<file path="src/design/ilt_pkg.sv">
// Shared definitions for the indexed list table: op and status codes,
// fixed port widths, default sizes and the control struct sent to each cell.
// No dependencies.
package ilt_pkg;

  localparam int OP_W   = 3;
  localparam int POS_W  = 4;
  localparam int VAL_W  = 32;
  localparam int STAT_W = 2;
  localparam int CNT_W  = 5;

  localparam int DEPTH_DEF      = 16;
  localparam int DATA_WIDTH_DEF = 32;

  localparam logic [OP_W-1:0] OP_PUSH   = 3'd0;
  localparam logic [OP_W-1:0] OP_READ   = 3'd1;
  localparam logic [OP_W-1:0] OP_WRITE  = 3'd2;
  localparam logic [OP_W-1:0] OP_REMOVE = 3'd3;
  localparam logic [OP_W-1:0] OP_FIND   = 3'd4;

  localparam logic [STAT_W-1:0] ST_OK    = 2'd0;
  localparam logic [STAT_W-1:0] ST_RANGE = 2'd1;
  localparam logic [STAT_W-1:0] ST_FULL  = 2'd2;

  typedef struct packed {
    logic push;
    logic write;
    logic remove;
  } cell_ctl_t;

endpackage

</file>
<file path="src/design/ilt_cell.sv">
// One storage cell of the list table chain; cell Index holds list position Index.
// Takes its neighbors' words on push and remove, compares for find.
// Depends on ilt_pkg.
module ilt_cell #(
  parameter int Index      = 0,
  parameter int DataWidth  = ilt_pkg::DATA_WIDTH_DEF,
  parameter int CountWidth = 5
) (
  input  logic                 clk_i,
  input  ilt_pkg::cell_ctl_t   ctl_i,
  input  logic [ilt_pkg::POS_W-1:0] pos_i,
  input  logic [DataWidth-1:0] value_i,
  input  logic [CountWidth-1:0] count_i,
  input  logic [DataWidth-1:0] prev_i,
  input  logic [DataWidth-1:0] next_i,
  output logic [DataWidth-1:0] data_o,
  output logic                 hit_o,
  output logic                 match_o
);

  logic [DataWidth-1:0] data_q, data_d;
  logic sel, at_or_after, valid;

  assign sel         = (32'(Index) == 32'(pos_i));
  assign at_or_after = (32'(Index) >= 32'(pos_i));
  assign valid       = (32'(Index) < 32'(count_i));

  always_comb begin
    data_d = data_q;
    if (ctl_i.push) begin
      data_d = prev_i;
    end else if (ctl_i.write && sel) begin
      data_d = value_i;
    end else if (ctl_i.remove && at_or_after) begin
      data_d = next_i;
    end
  end

  always_ff @(posedge clk_i) begin
    data_q <= data_d;
  end

  assign data_o  = data_q;
  assign hit_o   = sel && valid;
  assign match_o = valid && (data_q == value_i);

endmodule

</file>
<file path="src/design/indexed_list_table.sv">
// Indexed list table: a list of at most DEPTH signed words, newest at the head.
// Requests enter on start_i with op_i, position_i and value_i. busy_o is always
// low, so an item is accepted at every edge where start_i is high: push at head,
// read, write or remove at a position counted from the head, or find a value.
// Each item gives one result in the cycle after it is accepted, marked by done_o for one
// cycle: read_value_o, found_position_o, found_o, status_o and count_o (count
// after the item). Throughput is one item per cycle, set by the row of cells
// that shift, write and compare all entries at once.
// Find reports the match nearest the tail; no match gives found_o low.
// A push to a full list answers status full; a read, write or remove at a
// position at or beyond the count answers status range; neither changes the list.
// The receiver cannot stall; results are not held.
// Reset empties the list (count zero); stored words are not cleared.
// Depends on ilt_pkg and ilt_cell.
module indexed_list_table #(
  parameter int DEPTH      = ilt_pkg::DEPTH_DEF,
  parameter int DATA_WIDTH = ilt_pkg::DATA_WIDTH_DEF
) (
  input  logic                             clk_i,
  input  logic                             rst_ni,
  input  logic                             start_i,
  output logic                             busy_o,
  input  logic [ilt_pkg::OP_W-1:0]         op_i,
  input  logic [ilt_pkg::POS_W-1:0]        position_i,
  input  logic signed [ilt_pkg::VAL_W-1:0] value_i,
  output logic                             done_o,
  output logic signed [ilt_pkg::VAL_W-1:0] read_value_o,
  output logic [ilt_pkg::POS_W-1:0]        found_position_o,
  output logic                             found_o,
  output logic [ilt_pkg::STAT_W-1:0]       status_o,
  output logic [ilt_pkg::CNT_W-1:0]        count_o
);

  localparam int CW = $clog2(DEPTH + 1);
  localparam int IW = $clog2(DEPTH);

  logic [CW-1:0] count_q, count_d;
  logic          done_q;
  logic [DATA_WIDTH-1:0] rd_q, rd_d;
  logic [IW-1:0] fpos_q, fpos_d;
  logic          found_q, found_d;
  logic [ilt_pkg::STAT_W-1:0] status_q, status_d;

  logic [DATA_WIDTH-1:0] val_w;
  logic full, in_range;
  logic is_push, is_read, is_write, is_remove, is_find;
  ilt_pkg::cell_ctl_t ctl;

  logic [DATA_WIDTH-1:0] cell_data [DEPTH];
  logic [DEPTH-1:0] cell_hit, cell_match;

  assign busy_o = 1'b0;
  assign val_w  = DATA_WIDTH'(64'($unsigned(value_i)));

  assign full     = (count_q == CW'(DEPTH));
  assign in_range = (32'(position_i) < 32'(count_q));

  assign is_push   = (op_i == ilt_pkg::OP_PUSH);
  assign is_read   = (op_i == ilt_pkg::OP_READ);
  assign is_write  = (op_i == ilt_pkg::OP_WRITE);
  assign is_remove = (op_i == ilt_pkg::OP_REMOVE);
  assign is_find   = (op_i == ilt_pkg::OP_FIND);

  assign ctl.push   = start_i && is_push && !full;
  assign ctl.write  = start_i && is_write && in_range;
  assign ctl.remove = start_i && is_remove && in_range;

  for (genvar k = 0; k < DEPTH; k++) begin : g_cell
    logic [DATA_WIDTH-1:0] prev_w, next_w;
    if (k == 0) begin : g_first
      assign prev_w = val_w;
    end else begin : g_mid
      assign prev_w = cell_data[k-1];
    end
    if (k == DEPTH - 1) begin : g_last
      assign next_w = cell_data[k];
    end else begin : g_inner
      assign next_w = cell_data[k+1];
    end
    ilt_cell #(
      .Index     (k),
      .DataWidth (DATA_WIDTH),
      .CountWidth(CW)
    ) u_cell (
      .clk_i  (clk_i),
      .ctl_i  (ctl),
      .pos_i  (position_i),
      .value_i(val_w),
      .count_i(count_q),
      .prev_i (prev_w),
      .next_i (next_w),
      .data_o (cell_data[k]),
      .hit_o  (cell_hit[k]),
      .match_o(cell_match[k])
    );
  end

  always_comb begin
    count_d = count_q;
    if (ctl.push) begin
      count_d = count_q + CW'(1);
    end else if (ctl.remove) begin
      count_d = count_q - CW'(1);
    end
  end

  always_comb begin
    rd_d     = '0;
    fpos_d   = '0;
    found_d  = 1'b0;
    status_d = ilt_pkg::ST_OK;
    for (int k = 0; k < DEPTH; k++) begin
      if (is_read && cell_hit[k]) begin
        rd_d = rd_d | cell_data[k];
      end
      if (is_find && cell_match[k]) begin
        found_d = 1'b1;
        fpos_d  = IW'(k);
      end
    end
    if (is_push && full) begin
      status_d = ilt_pkg::ST_FULL;
    end else if ((is_read || is_write || is_remove) && !in_range) begin
      status_d = ilt_pkg::ST_RANGE;
    end
  end

  always_ff @(posedge clk_i or negedge rst_ni) begin
    if (!rst_ni) begin
      count_q <= '0;
      done_q  <= 1'b0;
    end else begin
      count_q <= count_d;
      done_q  <= start_i;
    end
  end

  always_ff @(posedge clk_i) begin
    if (start_i) begin
      rd_q     <= rd_d;
      fpos_q   <= fpos_d;
      found_q  <= found_d;
      status_q <= status_d;
    end
  end

  assign done_o           = done_q;
  assign read_value_o     = ilt_pkg::VAL_W'(64'(rd_q));
  assign found_position_o = ilt_pkg::POS_W'(fpos_q);
  assign found_o          = found_q;
  assign status_o         = status_q;
  assign count_o          = ilt_pkg::CNT_W'(count_q);

  a_count_bound: assert property (@(posedge clk_i) disable iff (!rst_ni)
    32'(count_q) <= 32'(DEPTH))
    else $error("count above depth");

  a_full_push: assert property (@(posedge clk_i) disable iff (!rst_ni)
    start_i && is_push && full |=> done_o && status_o == ilt_pkg::ST_FULL && $stable(count_q))
    else $error("push to full list not refused");

  a_remove_count: assert property (@(posedge clk_i) disable iff (!rst_ni)
    start_i && is_remove && in_range |=> count_q == $past(count_q) - CW'(1))
    else $error("remove did not drop count");

  a_found_only_find: assert property (@(posedge clk_i) disable iff (!rst_ni)
    start_i && !is_find |=> !found_o)
    else $error("found raised for a non-find item");

  a_range_no_change: assert property (@(posedge clk_i) disable iff (!rst_ni)
    start_i && (is_read || is_write || is_remove) && !in_range |=>
      status_o == ilt_pkg::ST_RANGE && $stable(count_q))
    else $error("out of range item changed count");

endmodule
</file>
<file path="config.mk">
export PLATFORM = sky130hd
export DESIGN_NAME = indexed_list_table
export DESIGN_NICKNAME = d
export VERILOG_FILES = /design/src/design/ilt_pkg.sv /design/src/design/ilt_cell.sv /design/src/design/indexed_list_table.sv
export SDC_FILE = /design/constraint.sdc
export NUM_CORES = 2
export LEC_CHECK = 0
export BUFFER_PORTS_ARGS = -buffer_cell sky130_fd_sc_hd__buf_4
export CAP_MARGIN = 20
export CELL_PAD_IN_SITES_DETAIL_PLACEMENT = 1
export CELL_PAD_IN_SITES_GLOBAL_PLACEMENT = 1
export CORE_ASPECT_RATIO = 0.6
export CORE_MARGIN = 3
export CORE_UTILIZATION = 30
export CTS_BUF_LIST = sky130_fd_sc_hd__clkbuf_4 sky130_fd_sc_hd__clkbuf_8
export DETAILED_ROUTE_END_ITERATION = 7
export HOLD_SLACK_MARGIN = 0.02
export PLACE_DENSITY = 0.55
export SYNTH_ARGS = -nofsm -noshare
export SYNTH_HDL_FRONTEND = slang
export SYNTH_HIERARCHICAL = 1
export SYNTH_SLANG_ARGS = --single-unit
</file>
<file path="constraint.sdc">
create_clock -name clk_i -period 11 [get_ports clk_i]
set_input_delay 0.55 -clock clk_i [delete_from_list [all_inputs] [get_ports clk_i]]
set_output_delay 0.55 -clock clk_i [all_outputs]
set_load 0.02 [all_outputs]
</file>
======== Word-level counts from Yosys, hierarchy flattened ========
Index checks and enable logic that the tools add are counted.
word-level totals
  register bits ........................... 557
  bits of input ports ..................... 42
  output and inout port bits .............. 46
  logic and storage cells ................. 321
operators by class
  add/sub/neg operators ................... 2
  magnitude comparators ................... 32
  eq/ne operators ......................... 36
  muxes and demuxes ....................... 81
  bitwise logic cells ..................... 15
  reductions and logical operators ........ 130
operator list
  kind                                                                                count
  32-bit 2-to-1 mux                                                                   63
  32-bit equality test                                                                16
  32-bit OR                                                                           15
  1-bit logical AND                                                                   103
  3-bit nonzero test                                                                  15
  4-bit by 5-bit less-than comparator with 1-bit output, first input constant         8
  4-bit equality test, first input constant                                           8
  4-bit greater-or-equal comparator, first input constant                             7
  4-bit 2-to-1 mux                                                                    6
  3-bit by 5-bit less-than comparator with 1-bit output, first input constant         4
  3-bit by 4-bit equality test with 1-bit output, first input constant                4
  3-bit by 4-bit greater-or-equal comparator with 1-bit output, first input constant  4
  15-bit OR reduction                                                                 1
  3-bit 2-to-1 mux                                                                    4
  1-bit by 5-bit less-than comparator with 1-bit output, first input constant         2
  2-bit by 5-bit less-than comparator with 1-bit output, first input constant         2
  5-bit 2-to-1 mux                                                                    2
  2-bit by 4-bit equality test with 1-bit output, first input constant                2
  1-bit by 4-bit greater-or-equal comparator with 1-bit output, first input constant  2
  2-bit by 4-bit greater-or-equal comparator with 1-bit output, first input constant  2
  8-bit OR reduction                                                                  1
  3-bit by 2-bit equality test with 1-bit output, second input constant               2
  5-bit by 1-bit adder with 5-bit output, second input constant                       1
  5-bit equality test, second input constant                                          1
  14 further kinds                                                                    21

======== Logic depth before layout (Yosys ltp) ========
  word-level depth ........................ 34
  depth in mapped cells ................... 13
  gate-level depth less buffers ........... 11

======== Cells and area by module ========
Netlist, hierarchy kept.
modules (own cells, without submodules)
  module                             instances  cells an instance  area an instance (um^2)  seq. area each (um^2)
  indexed_list_table                 1          496                4972.3                   1321.3
  ilt_cell at g_cell[11].u_cell ...  2          189                2035.7                   960.9
  ilt_cell at g_cell[14].u_cell      1          226                2364.8                   960.9
  ilt_cell at g_cell[1].u_cell       1          226                2209.6                   960.9
  ilt_cell at g_cell[2].u_cell       1          190                2063.2                   960.9
  ilt_cell at g_cell[6].u_cell       1          189                2060.7                   960.9
  ilt_cell at g_cell[5].u_cell       1          190                2052.0                   960.9
  ilt_cell at g_cell[4].u_cell       1          190                2049.5                   960.9
  ilt_cell at g_cell[3].u_cell       1          189                2047.0                   960.9
  ilt_cell at g_cell[12].u_cell      1          190                2044.5                   960.9
  ilt_cell at g_cell[13].u_cell      1          188                2037.0                   960.9
  ilt_cell at g_cell[10].u_cell      1          190                2033.2                   960.9
  ilt_cell at g_cell[15].u_cell      1          187                2033.2                   960.9
  ilt_cell at g_cell[7].u_cell       1          188                2033.2                   960.9
  +2 rows                            -          -                  -                        -

======== Worst setup path after synthesis ========
No wires, ideal clock.
  path kind ............................... reg2reg
  start point ............................. reg count_q[2] (netlist: count_o[2])
  end point ............................... reg g_cell[12].u_cell.data_q[0] (enable)
  library setup time ...................... 0.428 ns
  arrival ................................. 5.954 ns
  required time ........................... 10.572 ns
  path slack .............................. 4.618 ns
  stages on the path, launching flop included .. 10
  buffers on the path ..................... 0
  clock period less this slack ............ 6.382 ns
  path through ............................ dfrtp_1 -> inv_1 -> ha_1 -> a21o_1 -> a31oi_1 -> o21ba_2 -> nor2_1 -> nor3_1 -> a31oi_1 -> o21bai_1
RTL lines
  what                    RTL line                   source
  start, declared         indexed_list_table.sv:37   logic [CW-1:0] count_q, count_d;
  start signal, assigned  indexed_list_table.sv:133  count_q <= count_d;
  end signal, assigned    ilt_cell.sv:40             data_q <= data_d;
  end, declared           ilt_cell.sv:21             logic [DataWidth-1:0] data_q, data_d;

==> impl_results.md <==
- Endpoints failing hold: 0
- Data required, critical path: 11.45 ns
- Initial Util: 30.5%
- Syn Inst Count: 3596
- Deepest clock path buffer count: 3
- Gr busiest metal: met1
- Asr flop ratio synth: 1.08%
- Layout cells sized above 1: 13.8%
- Setup CP Type: flip-flop to flip-flop
- Die Area: 0.132 mm^2
- Critical path data arrival time: 5.39 ns
- Placed inst area: 0.0400 mm^2
- Logic pwr share: 21.3%
- Synthesized flop and latch total: 557
- Status: completed
- Total negative setup slack: 0 ns
- Worst-margin pin slew: 1.38 ns
- HPWL after DPL: 149000 um
- Average wire per standard cell: 41.5 um
- Fin Hold WS: 0.249 ns
- Post-synthesis cell type count: 80
- Placed cell count: 5195
- I/O Buffers: 86
- GRT overflow: 0
- DR vias/cell: 6.32
- Max Cap Viol: 0
- Number of synthesized flops with an enable pin: 551
- Final cell count without fillers: 5389
- Pwr Density: 147 mW/mm^2
- GRT Util Overall: 33.0%
- Most used cell, CP: buf_4
- Die Wd: 466 um
- Drt total wl: 224000 um
- CTS tree: yes
- Met3 usage: 14.9%
- Total CTS buffers: 98
- HP Class: primary input to flip-flop
- Vias in the first global route: 31.0k
- NumNets Final: 3669
- Worst Setup Start Kind: flip-flop
- Largest net degree at the start of global routing: 221
- Syn. warnings: 6
- Final-report setup violation count: 0
- Synth Net Count: 3645
- Relative slew margins: 7.50%
- Area growth, synth to finish: 10.1%
- Post-route minimum period: 4.94 ns
- Crit. End Element: flip-flop
- Post-route setup slack: 6.06 ns
- Initial DRC Count: 6811
- CP top delay family: simple AND/OR/NAND/NOR gates
- GR Layer Usage met2: 42.9%
- Die H: 282 um
- Sequential group share of total power: 45.0%
- Max IR drop VDD: 0.0994 mV
- Clock sinks: 557
- Top-count cell post-synth: edfxtp_1
- Largest cells by area after synthesis: edfxtp_1 43%, mux2i_1 12%, xor2_1 11%
- FP Rows: 100
- Area leader, netlist: edfxtp_1
- Crit share post-route: 44.9%
- CP Buf/Inv Count: 3
- Post-cts resize count: 0
- Final Wtd Congestion: 1.08
- Top-area cell type share of the netlist area: 43.4%
- # IOs: 88
- Worst skew pair latency: 0.84 ns
- Finished Cell Area: 0.0420 mm^2
- Switching pwr: 2.29 mW
- Layout Utilization: 33.6%
- DRT Pass-1 Iters: 8
- Int Power: 3.89 mW
- Max-slew violations: 0
- Mapped Area: 0.0381 mm^2
- Clock power share: 33.7%
- Leakage: 16.5 nW
- Final ANT Viol Nets: 0
- CP max stage cell: dfrtp_1
- Main synth FF type: edfxtp_1
- Clk slew on worst S/H paths: 0.08 ns
- Syn Area/Cell: 10.6 um^2
- Worst Skew: 0.0333 ns
- Fillcell total: 14.0k
- Crit-path max cell delay: 0.79 ns
- Drc violations: 0
- Unrepaired setup endpoints after global routing: false
- H-tree depth: 3
- Postcts setup bufs: 0
- Area of the multi-input gates: 0.0200 mm^2
- Met1 Use GR: 48.6%
- Pwr Total: 6.18 mW
- Switch share: 37.0%
- Synth top cells by count: 551 x edfxtp_1, 509 x nand2_1, 465 x xor2_1
- First-pass GRT wire length: 296000 um
- Crit path cell chain: inv_1 > ha_1 > a21o_1 > a31oi_1 > o21ba_2 > nor2_1 > nor3_2 > buf_4 > nand4_4 > nand2_2 > buf_4
- Core Area: 0.125 mm^2
- Root buffer cell: clkbuf_8
- Dpl ws: 6.03 ns
- Initial antenna violation count: 28
- Share of the yosys chip area belonging to registers: 43.8%
- CP max FO: 27
- Max Fclk: 202 MHz
- Routed vias: 34.1k
- FF+latch area: 0.0167 mm^2
-- flip-flops by register name, summed over array words and instances (netlist names) --
register and cells:
g_cell.u_cell/data_o 512, done_o 1, found_position_o 4, status_o 2, found_o 1, read_value_o 32
count_o 5
-- worst paths after layout --
kind,startpoint,end,slack (ns),cells past startpoint
max in group asynchronous,rst_ni,count_o[3]$_DFFE_PN0P_,9.64,4
min in group asynchronous,rst_ni,count_o[1]$_DFFE_PN0P_,0.62,3
min,start_i,done_o$_DFF_PN0_,0.25,1
max,count_o[2]$_DFFE_PN0P_,g_cell[7].u_cell/data_o[0]$_DFFE_PP_,6.06,11
min reg2reg,g_cell[11].u_cell/data_o[2]$_DFFE_PP_,g_cell[12].u_cell/data_o[2]$_DFFE_PP_,0.65,2
max reg2reg,count_o[2]$_DFFE_PN0P_,g_cell[7].u_cell/data_o[0]$_DFFE_PP_,6.06,11
-- metal layers --
metal  wire length [um]  part of all wire [%]  vias up
met5                276                  0.12        -
met4               6130                   2.7       26
met3              34900                    16      341
met2              84000                    38     2607
met1              98500                    44    17553
li1                   -                     -    13547
-- power groups by stage --
stage                     sequential, mW  combinational, mW  clock, mW
after floorplan                     2.74              0.505          0
after global placement              2.81               1.20          0
after detailed placement            2.81               1.21          0
after CTS                           2.77               1.22       2.10
after global routing                2.79               1.32       2.18
final                               2.78               1.31       2.08
-- cells in the final DEF (no fill, tap or decap), types with 24 or more instances in the layout --
| master | count |
|---|---|
| a21oi_2 | 73 |
| edfxtp_1 | 551 |
| a221oi_1 | 48 |
| a22o_1 | 72 |
| xor2_1 | 465 |
| a211o_1 | 24 |
| a22oi_1 | 55 |
| nor2_1 | 26 |
| o21ai_0 | 145 |
| clkbuf_8 | 101 |
| nand2_1 | 501 |
| nor4_1 | 115 |
| mux2i_1 | 451 |
| clkinv_1 | 24 |
| nor2b_1 | 69 |
| o21ai_1 | 308 |
| nand4_1 | 56 |
| nand2_2 | 37 |
| a21oi_1 | 76 |
| xnor2_1 | 51 |
| a222oi_1 | 40 |
| buf_4 | 148 |
| clkbuf_4 | 35 |
| nand3_1 | 28 |
-- logic make-up after synthesis --
logic type	count (synthesis)	share of synthesized area [%]
DFF	557	43.8
buffers and inverters	244	4.23
AOI/OAI and AO/OA	882	15.1
other	1	0.00984
adders and majority gates	7	0.249
and+or+nand+nor	937	12.9
xor gates and xnor gates	516	11.9
muxes	452	11.9
-- timing repair --
item                       4_1_cts  5_1_grt
hold buffers                     3        0
setup endpoints to repair        0        0
hold endpoints to repair         6        0
-- area by class of cell --
class                      instances  area share (%)
multi-input combinational       2795            47.6
clock buffer                     135            3.90
antenna                           10          0.0596
timing repair buffer             157            2.95
sequential                       557            39.8
tap                             1683            5.01
inverter                          11           0.116
clock inverter                    41           0.647
(Power assumes the default switching activity.)
